<file path="src/rtl/crp_pkg.sv">
// shared types and constants for the catmull-rom path evaluator
`timescale 1ns / 1ps
`default_nettype none
package crp_pkg;

    localparam int MaxPoints = 256;
    localparam int IdxW      = $clog2(MaxPoints);
    localparam int CntW      = IdxW + 1;

    // item operation codes
    localparam logic [1:0] OP_CLEAR  = 2'd0;
    localparam logic [1:0] OP_APPEND = 2'd1;
    localparam logic [1:0] OP_QUERY  = 2'd2;
    localparam logic [1:0] OP_UNUSED = 2'd3;

    typedef struct packed {
        logic [1:0]         op;
        logic signed [31:0] point_x;
        logic signed [31:0] point_y;
        logic signed [31:0] point_z;
        logic [16:0]        progress;
    } in_beat_t;

    typedef struct packed {
        logic signed [31:0] pos_x;
        logic signed [31:0] pos_y;
        logic signed [31:0] pos_z;
        logic               valid_res;
    } out_beat_t;

    // request to the cubic unit
    typedef struct packed {
        logic               start;
        logic signed [31:0] p0;
        logic signed [31:0] p1;
        logic signed [31:0] p2;
        logic signed [31:0] p3;
        logic [16:0]        t;
    } cubic_req_t;

endpackage : crp_pkg
`default_nettype wire

</file>
<file path="src/rtl/crp_cubic.sv">
// horner evaluation of one catmull-rom axis on one shared 33x18 multiplier
`timescale 1ns / 1ps
`default_nettype none
module crp_cubic (
    input  wire logic               clk,
    input  wire logic               rst_n,
    input  wire crp_pkg::cubic_req_t req,
    output logic                    done,
    output logic signed [31:0]      result
);

    // coefficients a b c d need 36 bits; the exact sum stays below 2^85, kept in 96 bits
    // each horner step multiplies the accumulator by t one 32-bit limb a cycle, then adds
    typedef enum logic [2:0] { S_IDLE, S_COEF, S_MUL, S_ADD, S_OUT } state_t;

    state_t             state_reg, state_next;
    logic [16:0]        t_reg, t_next;
    logic signed [35:0] ca_reg, cb_reg, cc_reg, cd_reg;
    logic signed [35:0] ca_next, cb_next, cc_next, cd_next;
    logic [95:0]        acc_reg, acc_next;
    logic signed [19:0] carry_reg, carry_next;
    logic [1:0]         limb_reg, limb_next;
    logic [1:0]         step_reg, step_next;
    logic signed [31:0] res_reg, res_next;
    logic               done_reg, done_next;
    logic signed [35:0] add_val;
    logic [5:0]         add_sh;
    logic signed [32:0] mop;
    logic signed [50:0] mprod;
    logic signed [51:0] msum;
    logic signed [95:0] addend;
    logic signed [46:0] q;

    // shared multiplier: one limb times t plus the carry from the limb below
    always_comb
    begin
        case (limb_reg)
            2'd0:    mop = {1'b0, acc_reg[31:0]};
            2'd1:    mop = {1'b0, acc_reg[63:32]};
            default: mop = {acc_reg[95], acc_reg[95:64]};
        endcase
        mprod = mop * $signed({1'b0, t_reg});
        msum  = 52'(mprod) + 52'(carry_reg);
        case (step_reg)
            2'd0:    begin add_val = cc_reg; add_sh = 6'd16; end
            2'd1:    begin add_val = cb_reg; add_sh = 6'd32; end
            default: begin add_val = ca_reg; add_sh = 6'd48; end
        endcase
        addend = 96'(add_val) <<< add_sh;
        q = acc_reg[95:49];
    end

    // sequencer
    always_comb
    begin
        state_next = state_reg;
        t_next = t_reg;
        ca_next = ca_reg; cb_next = cb_reg; cc_next = cc_reg; cd_next = cd_reg;
        acc_next = acc_reg;
        carry_next = carry_reg;
        limb_next = limb_reg;
        step_next = step_reg;
        res_next = res_reg;
        done_next = 1'b0;
        case (state_reg)
            S_IDLE:
            begin
                if (req.start)
                begin
                    t_next = req.t;
                    ca_next = 36'(req.p1) <<< 1;
                    cb_next = 36'(req.p2) - 36'(req.p0);
                    cc_next = (36'(req.p0) <<< 1) - 36'(req.p1) * 36'sd5
                            + (36'(req.p2) <<< 2) - 36'(req.p3);
                    cd_next = 36'(req.p1) * 36'sd3 - 36'(req.p0)
                            - 36'(req.p2) * 36'sd3 + 36'(req.p3);
                    state_next = S_COEF;
                end
            end
            S_COEF:
            begin
                acc_next = 96'(cd_reg);
                carry_next = '0;
                limb_next = 2'd0;
                step_next = 2'd0;
                state_next = S_MUL;
            end
            S_MUL:
            begin
                case (limb_reg)
                    2'd0:    acc_next[31:0]  = msum[31:0];
                    2'd1:    acc_next[63:32] = msum[31:0];
                    default: acc_next[95:64] = msum[31:0];
                endcase
                carry_next = 20'(msum >>> 32);
                if (limb_reg == 2'd2)
                    state_next = S_ADD;
                else
                    limb_next = limb_reg + 2'd1;
            end
            S_ADD:
            begin
                acc_next = acc_reg + addend;
                carry_next = '0;
                limb_next = 2'd0;
                if (step_reg == 2'd2)
                    state_next = S_OUT;
                else
                begin
                    step_next = step_reg + 2'd1;
                    state_next = S_MUL;
                end
            end
            S_OUT:
            begin
                if (q > 47'sh7fffffff)
                    res_next = 32'sh7fffffff;
                else if (q < -47'sh80000000)
                    res_next = 32'sh80000000;
                else
                    res_next = q[31:0];
                done_next = 1'b1;
                state_next = S_IDLE;
            end
            default: state_next = S_IDLE;
        endcase
    end

    // state and registered outputs
    always_ff @(posedge clk or negedge rst_n)
    begin
        if (!rst_n)
        begin
            state_reg <= S_IDLE;
            done_reg  <= 1'b0;
        end
        else
        begin
            state_reg <= state_next;
            done_reg  <= done_next;
        end
    end

    always_ff @(posedge clk)
    begin
        t_reg <= t_next;
        ca_reg <= ca_next; cb_reg <= cb_next; cc_reg <= cc_next; cd_reg <= cd_next;
        acc_reg <= acc_next;
        carry_reg <= carry_next;
        limb_reg <= limb_next;
        step_reg <= step_next;
        res_reg <= res_next;
    end

    assign done   = done_reg;
    assign result = res_reg;

endmodule : crp_cubic
`default_nettype wire

</file>
<file path="config.mk">
export PLATFORM = sky130hd
export DESIGN_NAME = crp_cubic
export DESIGN_NICKNAME = d
export VERILOG_FILES = /design/src/rtl/crp_pkg.sv /design/src/rtl/crp_cubic.sv
export SDC_FILE = /design/constraint.sdc
export NUM_CORES = 2
export LEC_CHECK = 0
export ABC_AREA = 1
export BUFFER_PORTS_ARGS = -buffer_cell sky130_fd_sc_hd__buf_4
export CAP_MARGIN = 0
export CORE_UTILIZATION = 35
export CTS_CLUSTER_DIAMETER = 120
export DETAILED_ROUTE_END_ITERATION = 10
export SYNTH_ARGS = -nofsm -noshare
export SYNTH_HDL_FRONTEND = slang
export SYNTH_SLANG_ARGS = --single-unit
</file>
<file path="constraint.sdc">
create_clock -name clk -period 33.4 [get_ports clk]
set_clock_uncertainty 0.2 [all_clocks]
set_input_delay 1.67 -clock clk [delete_from_list [all_inputs] [get_ports clk]]
set_output_delay 1.67 -clock clk [all_outputs]
set_load 0.05 [all_outputs]
</file>
==> impl_metrics.toml <==
[route]
drc = 0
wl_um = 237000
drt_pass1_iterations = 6
dr.first_iter.drc_count = 4557
wl_per_cell_um = 23.8
final_antenna_net_count = 0
vias = 51200
via_per_inst = 5.14

[layout]
n_fill_cell = 17000
syn2layout_area_growth_pct = 9.52
final_common_cell = "inv_1"
post-route-util_pct = 38.8
drive_above_1_share_pct = 5.27
ff_latch_area_sq_mm = 0.00929
multi_input_area_sq_mm = 0.0401
final_cell_mix = "inv_1, nand2_1, nor2_1"
largest_reg_flops = 96
nets = 9183

[die]
die_h_um = 406
core_sq_mm = 0.161
dieArea_sq_mm = 0.165
ios = 181
fp.dieW_um = 406
row_count = 147
start_util_pct = 35.4

[global_routing]
grt_pass1_vias = 53000
grt_max_degree = 73
antenna_found_initial = 6
grt_pass1_wl_um = 348000
grtUsageTotal_pct = 29.0
overflow = 0

[cts]
cts_tree = "done"
cts_resized = 0
cts_sinks = 310
root_buffer = "clkbuf_16"
htreeDepth = 2
ctsLongestPathBuffers = 3
clk_pin_slew_ns = 0.07
post_cts_buffers = 0
cts_buffers = 44
cts_hold_buf = 0
clk_latency_ns = 0.68

[critical_path]
setup.worst_path.end_class = "flop"
critPathMaxFanout = 37
cp-start-kind = "flop"
worstPathRequired_ns = 33.56
critical_path_arrival_ns = 9.75
worstSetupPathType = "flop to flop"

[logic_synthesis]
ys_async_sr_fraction_pct = 1.29
avgSynthCellArea_sq_um = 7.49
synth_top_cells_by_area = "fa_1, edfxtp_1, inv_1, nand2_1, ha_1"
synth_top_area_share_pct = 28.2
synth_top_area_cell = "fa_1"
ys_ff_latch = 310
syn_area_sq_mm = 0.0571
ys_types = 58
ys.flop_type = "edfxtp_1"
seq_area_frac_synth_pct = 16.3
syn_inst = 7623
synth_nets = 9042
yosysWarnings = 0
synth_edf_count = 306

[sta]
maxSlewViolCount = 0
rsz0062_at_grt = "false"
worst_pin_slew_ns = 1.16
clock.fmax_ghz = 0.104
worst_slew_margin_rel_pct = 22.4
hold_viol = 0
finalSetupViolations = 0
fin_crit_ns = 9.59
fin_setup_tns_ns = 0
period_share_pct = 28.7
fin_hold_ws_ns = 0.340

[worst_hold_path]
hold_class = "flop to flop"

[place]
place_hpwl_um = 205000
io_buffers = 180
place.gp.congestion = 1.08

[status]
status = "complete, no violations"

[power]
power_mw = 2.31
power_density_mw_per_mm2 = 37.0
vdd_drop_max_mv = 0.0434
power_leakage_nw = 32.2

[job]
cap_violations = 0
## worst max-delay path: stages (launching register included)
cell and delay, ns:
edfxtp_1 0.42, ha_1 0.47, nor2_2 0.16, buf_4 0.34
inv_2 0.38, nor2_1 0.51, inv_1 0.36, nor2_1 0.33
inv_1 0.11, fa_1 0.64, fa_1 0.48, fa_1 0.84
inv_1 0.23, fa_1 0.50, fa_1 0.55, inv_1 0.05
fa_1 0.49, inv_1 0.05, ha_1 0.42, nand2_1 0.19
inv_1 0.05, a21oi_1 0.31, o21ai_0 0.26, a21oi_1 0.32
nand3_1 0.27, o21ai_0 0.22, a21oi_1 0.08
## layer usage
metal	routed length, um	vias to the layer above	GRT usage, %
li1	-	23600	-
met1	95400	25200	36.3
met2	111000	1968	48.1
met3	14900	472	3.69
met4	16100	2	16.9
met5	13	-	0
## power breakdown
group | internal [mW] | switching (mW) | total (mW)
registers | 0.491 | 0 | 0.491
clock network | 0.277 | 0.226 | 0.504
logic | 0.453 | 0.863 | 1.32
total | 1.22 | 1.09 | 2.31
## layout make-up
| class | instances | share of cell area, % |
|---|---|---|
| Antenna cell | 4 | 0.0160 |
| Clock buffer | 47 | 1.78 |
| Clock inverter | 34 | 0.582 |
| Inverter | 1898 | 11.4 |
| Multi-Input combinational cell | 5270 | 64.2 |
| Sequential cell | 310 | 14.9 |
| Tap cell | 2160 | 4.32 |
| Timing Repair Buffer | 240 | 2.88 |
## worst paths after layout
check,start,cells past startpoint,to,slack (ns)
worst max register to register,limb_reg[0],26,carry_reg[8],23.81
min in group asynchronous,rst_n,1,state_reg[2],0.62
worst max-delay path,limb_reg[0],26,carry_reg[8],23.81
max in group asynchronous,rst_n,1,done,32.20
worst min-delay path,cd_reg[32],2,acc_reg[32],0.34
worst min register to register,cd_reg[32],2,acc_reg[32],0.34
## logic make-up after synthesis
group / count (synthesis) / synth area share, %
DFF: 310 / 16.3
buffers and inverters: 2043 / 13.5
and+or+nand+nor: 2988 / 21.2
AOI/OAI and AO/OA: 908 / 8.99
xor gates and xnor gates: 103 / 1.58
adders and majority gates: 1271 / 38.4
## cell usage after synthesis (24+ instances only)
cell type  count
a21oi_1      405
buf_2         33
clkbuf_1      94
edfxtp_1     306
fa_1         803
ha_1         468
inv_1       1877
nand2_1     1659
nand3_1      284
nand4_1       46
nor2_1       852
nor3_1        36
o21ai_0      282
o21ai_1       24
o21bai_1      56
xnor2_1       37
xor2_1        66
## metrics by stage
step / cell area [sq um] / cells / setup WS [ns]
finish: 62500 / 9963 / 23.81
global route: 62500 / 9959 / 23.40
CTS: 62500 / 9959 / 23.92
detailed placement: 61000 / 9878 / 24.02
global placement: 61000 / 9878 / 24.10
floorplan: 57100 / 7623 / 16.03
No activity file was read; power rests on OpenSTA's default activity.
